===== src/sv/ship_deadblock_dip_replacement_top_defines.svh =====
// Assertion macros shared by the replacement policy RTL.
// Included by the top level only.
`ifndef SHIP_DEADBLOCK_DIP_REPLACEMENT_TOP_DEFINES_SVH
`define SHIP_DEADBLOCK_DIP_REPLACEMENT_TOP_DEFINES_SVH
// Implication checked on every clock edge outside reset.
`define SDR_ASSERT_IMP(label, ante, cons, msg) \
  label: assert property (@(posedge clk_i) disable iff (!rst_ni) (ante) |-> (cons)) \
    else $error(msg);
// Next-cycle implication.
`define SDR_ASSERT_NXT(label, ante, cons, msg) \
  label: assert property (@(posedge clk_i) disable iff (!rst_ni) (ante) |=> (cons)) \
    else $error(msg);
`endif


===== src/sv/sdr_ram.sv =====
// Generic single-port-write, single-read RAM with registered read.
// No dependencies.
`timescale 1ns / 1ps
`default_nettype none
module sdr_ram #(
  parameter int Width = 8,
  parameter int Depth = 16
) (
  input  wire logic                     clk_i,
  input  wire logic                     we_i,
  input  wire logic [$clog2(Depth)-1:0] waddr_i,
  input  wire logic [Width-1:0]         wdata_i,
  input  wire logic [$clog2(Depth)-1:0] raddr_i,
  output logic      [Width-1:0]         rdata_o
);
  logic [Width-1:0] mem_q [Depth];
  always_ff @(posedge clk_i) begin
    if (we_i) begin
      mem_q[waddr_i] <= wdata_i;
    end
    rdata_o <= mem_q[raddr_i];
  end
endmodule
`default_nettype wire


===== config.mk =====
export PLATFORM = sky130hd
export DESIGN_NAME = sdr_ram
export DESIGN_NICKNAME = d
export VERILOG_FILES = /design/src/sv/ship_deadblock_dip_replacement_top_defines.svh /design/src/sv/sdr_ram.sv
export SDC_FILE = /design/constraint.sdc
export NUM_CORES = 1
export LEC_CHECK = 0
export BUFFER_PORTS_ARGS = -buffer_cell sky130_fd_sc_hd__buf_2
export CAP_MARGIN = 20
export CELL_PAD_IN_SITES_DETAIL_PLACEMENT = 1
export CELL_PAD_IN_SITES_GLOBAL_PLACEMENT = 2
export CORE_MARGIN = 2
export CORE_UTILIZATION = 40
export CTS_BUF_LIST = sky130_fd_sc_hd__clkbuf_16
export CTS_CLUSTER_DIAMETER = 60
export DETAILED_ROUTE_END_ITERATION = 12
export PLACE_DENSITY_LB_ADDON = 0.1
export SETUP_SLACK_MARGIN = 0.5
export SLEW_MARGIN = 20
export SYNTH_ARGS = -nofsm -noshare
export SYNTH_HDL_FRONTEND = slang
export SYNTH_SLANG_ARGS = --single-unit

===== constraint.sdc =====
create_clock -name clk_i -period 4 [get_ports clk_i]
set_clock_uncertainty 0.1 [all_clocks]
set_input_delay 0.2 -clock clk_i [delete_from_list [all_inputs] [get_ports clk_i]]
set_output_delay 0.2 -clock clk_i [all_outputs]
set_load 0.01 [all_outputs]

==> results.md <==
- Synthesis instantiated 19 different standard cells from the library.
- Measured against its own limit, the worst slew margin works out to between 30% and 40%.
- In this run the horizontal extent of the chip is around 120 um.
- For this run, the number of Yosys warnings is 0.
- The clock network latency to the later pin of the worst-skew pair is ~0.42 ns.
- The startpoint of the most critical setup path is raddr_i[0].
- Of the cells placed in the final design, the portion with a size suffix greater than 1 is between 20 and 30%.
- The endpoint identified for the worst register-to-register timing path is rdata_o[4].
- The total number of vias is approximately 2.4k.
- Port buffering added 25 buffers.
- The synthesis-to-layout area growth is 16.6%.
- The required time reported for the critical path endpoint is roughly 4.2 ns.
- The worst slack after detailed placement is 1.66 ns.
- Counting instances, the worst hold path has a depth of 1.
- In this run the power density over the cells is roughly 540 nW/um2.
- The post-route DRC violation count is 0.
- STA classifies the critical path startpoint as a primary input.
- The sum of routed wire length over all layers is 10500 um.
- In this run the deepest clock path goes through 2 buffers.
- VDD sags by at most a little under 0.0003 V.
- The complex-gate fraction of the synthesized area is 2.33%.
- The worst hold margin is between 0.06 and 0.07 ns.
- In the final routed layout, each cell accounts on average for between 20 and 25 um.
- The core region is between 10000 and 15000 um2.
- The least setup slack across all paths after layout is approximately 2.1 ns.
- The initialized floorplan defines just over 40 standard-cell rows.
- The max-slew violation total from the final report was 0.
- The finished layout holds around 450 standard cells, fillers aside.
- The starting density of the core is about two fifths.
- The total power after layout is ~0.0032 W.
- The clock period minus worst slack is ~1.9 ns.
- The fmax is between 0.5 and 0.6 GHz.
- At the pin with the least slew margin, the transition time is 1.03 ns.
- The source of the worst register-to-register timing path is mem_q[9][4].
- The worst setup path is captured at a flop.
- The synthesized netlist devotes under 10% of its cell area to simple gates.
- Of all nets on the critical path, the largest fanout is 24.
- In the routed layout, each cell is associated on average with a via count of 5.25.
- The clock net in this run drives a total of 136 sinks.
- The count of boundary I/O pins is 26.
- The post-route clock period utilization is 46.5%.
- The synthesized netlist devotes 0% of its cell area to XOR and XNOR gates.
- The clock root buffer master is clkbuf_16.
- Setup total negative slack on the finished layout was measured at 0 ns.
- The congestion estimate from routability-driven global placement came to 0.704.
- The endpoint arrival time on the critical path is just over 2 ns.
- In this run, synthesis produced a sequential element count of 136.
- The wire-length estimate of the detail-placed layout is 6460 um.
- The total setup buffers inserted after CTS is 0.
- After Yosys synthesis, full adders, half adders and majority gates account for 0% of the synthesized area.
- Max-cap violations in this run came to 0.
- The static power due to leakage is a little under 2 nW.
- The number of gates resized after CTS is 0.
- The total grt overflow is 0.
- The number of cells on the worst reg-to-reg path is 3.
- The detail route stage leaves a number of antenna-violating nets equal to 0.
- In this run the vertical extent of the chip is about 120 um.
- Buffers inserted during clock tree synthesis total 17.
- In the synthesized netlist, the number of instances is 229.
- In this run the worst setup path terminates at rdata_o[1].
- The via count of the first global-routing pass is 2534.
- The share of cell area taken by muxes after synthesis is between 15 and 20%.
- The post-synthesis area per instance is roughly 22 um2.
- The synthesized netlist occupies a cell area of just over 5000 um2.
- The total number of nets in the final design is between 200 and 300.
- The number of H-tree branching levels is 4.
- The setup path with the least slack is of type in -> reg.
- The number of buffers inserted for hold repair after clock tree synthesis is 0.
- The total count of hold-check failures in the final report is 0.
- Setup violations remaining at the end of the flow were counted as 0.
- The kind of path behind the tightest hold check is in -> reg.
- The dominant combinational cell family by area after synthesis is multiplexers.
- The number of nets in the synthesized netlist is between 200 and 250.
- The number of antenna repair diodes is 0.
- The number of placed instances, taps included, is 420.
- The first detailed-routing pass took 5 iterations.
- The first global-routing pass estimated between 15000 and 20000 um of wire.
- For this block, the initial DRC count from the detailed router was ~150.
- The run finished with clean final reports.
- The setup check on the worst reg-to-reg path leaves a slack of roughly 2.5 ns.
- The area of the die is 13800 um2.
- The CTS tree is done.
- The number of antenna violations at the first check in global routing is 0.
- The clock-pin slew on the worst setup and hold paths is 0.06 ns.
- For this run, the total global-route usage over all layers was measured as 16.3%.
- The sequential area share after synthesis is 77.8%.
- The maximum number of pins on one net before global-route repair is 33.
- Setup repair after global routing left no endpoint under its margin.
-- through the flow --
stage / util, % / cell area (um2)
final: 47.8 / 6000
after global routing: 47.8 / 6000
after CTS: 47.8 / 6000
after detailed placement: 43.3 / 5440
after global placement: 43.3 / 5440
after floorplan: - / 5150
-- where the power goes --
part	internal, W	switching, W
clock	0.000864	0.000622
combinational	0.0000578	0.0000857
sequential	0.00159	0.00000953
total	0.00251	0.000717
-- routing by layer --
layer | vias to the layer above | GRT usage [%] | part of all wire (%)
met5 | - | 0 | 0
met4 | 0 | 7.15 | 1.8
met3 | 15 | 4.91 | 3.5
met2 | 58 | 25.5 | 49
met1 | 1253 | 21.3 | 45
li1 | 1048 | - | -
-- final cells by class --
class / count / area (um2)
Clock buffer: 17 / 425
Sequential cell: 136 / 4000
Timing Repair Buffer: 29 / 155
Clock inverter: 15 / 141
Tap cell: 172 / 215
Fill cell: 1142 / 6570
Multi-Input combinational cell: 83 / 1060
-- synthesized netlist by cell type, drive strengths merged --
master         instances  share of area (%)
nand2                  9               0.66
dfxtp                  8                3.1
nor2                  13               0.95
nand2b                 2               0.24
nand3                  1              0.097
buf                    7                1.1
a22oi                 16                2.3
clkdlybuf4s25          3               0.58
nand3b                 2               0.29
nor3                   4               0.39
and2b                  1               0.15
and2                   1               0.12
nor2b                  1               0.12
or3b                   1               0.17
mux4                  32                 15
edfxtp               128                 75
-- cells by family after synthesis --
| logic type | Yosys count |
|---|---|
| flip-flops | 136 |
| buffers and inverters | 10 |
| AND/OR/NAND/NOR | 35 |
| AO/OA/AOI/OAI | 16 |
| multiplexers | 32 |
-- flip-flops by register name (all words and copies together) (netlist names) --
name and flops:
rdata_o 8, mem_q 128
-- worst min-delay path by stage --
stage	start	endpoint	slack, ns
6_report	wdata_i[0]	mem_q[15][0]	0.07
5_1_grt	wdata_i[0]	mem_q[15][0]	0.07
4_1_cts	wdata_i[0]	mem_q[15][0]	0.06
3_5_place_dp	rdata_o[3]	rdata_o[3]	0.50
3_3_place_gp	rdata_o[3]	rdata_o[3]	0.50
2_1_floorplan	wdata_i[0]	mem_q[0][0]	0.20
-- layout by cell type, fill, tap and decap left out --
| cell | netlist | layout |
|---|---|---|
| a22oi_1 | 16 | 16 |
| and2_1 | 1 | 1 |
| and2b_1 | 1 | 1 |
| buf_2 | 3 | 25 |
| buf_4 | 1 | 4 |
| bufinv_16 | 0 | 1 |
| clkbuf_16 | 0 | 17 |
| clkinv_2 | 0 | 2 |
| clkinv_4 | 0 | 2 |
| clkinvlp_4 | 0 | 5 |
| dfxtp_1 | 8 | 8 |
| edfxtp_1 | 128 | 128 |
| inv_6 | 0 | 4 |
| inv_8 | 0 | 1 |
| mux4_1 | 14 | 14 |
| mux4_2 | 18 | 18 |
| nand2_1 | 9 | 9 |
| nand2b_1 | 2 | 2 |
| nand3_1 | 1 | 1 |
| nand3b_1 | 2 | 2 |
| nor2_1 | 13 | 13 |
| nor2b_1 | 1 | 1 |
| nor3_1 | 4 | 3 |
| nor3_2 | 0 | 1 |
| or3b_2 | 1 | 1 |
-- worst max-delay path, stage by stage --
cell and delay [ns]:
buf_2 0.61, buf_4 0.34, mux4_1 0.56, a22oi_1 0.23, nand2_1 0.09
No activity file was read; power rests on OpenSTA's default activity.
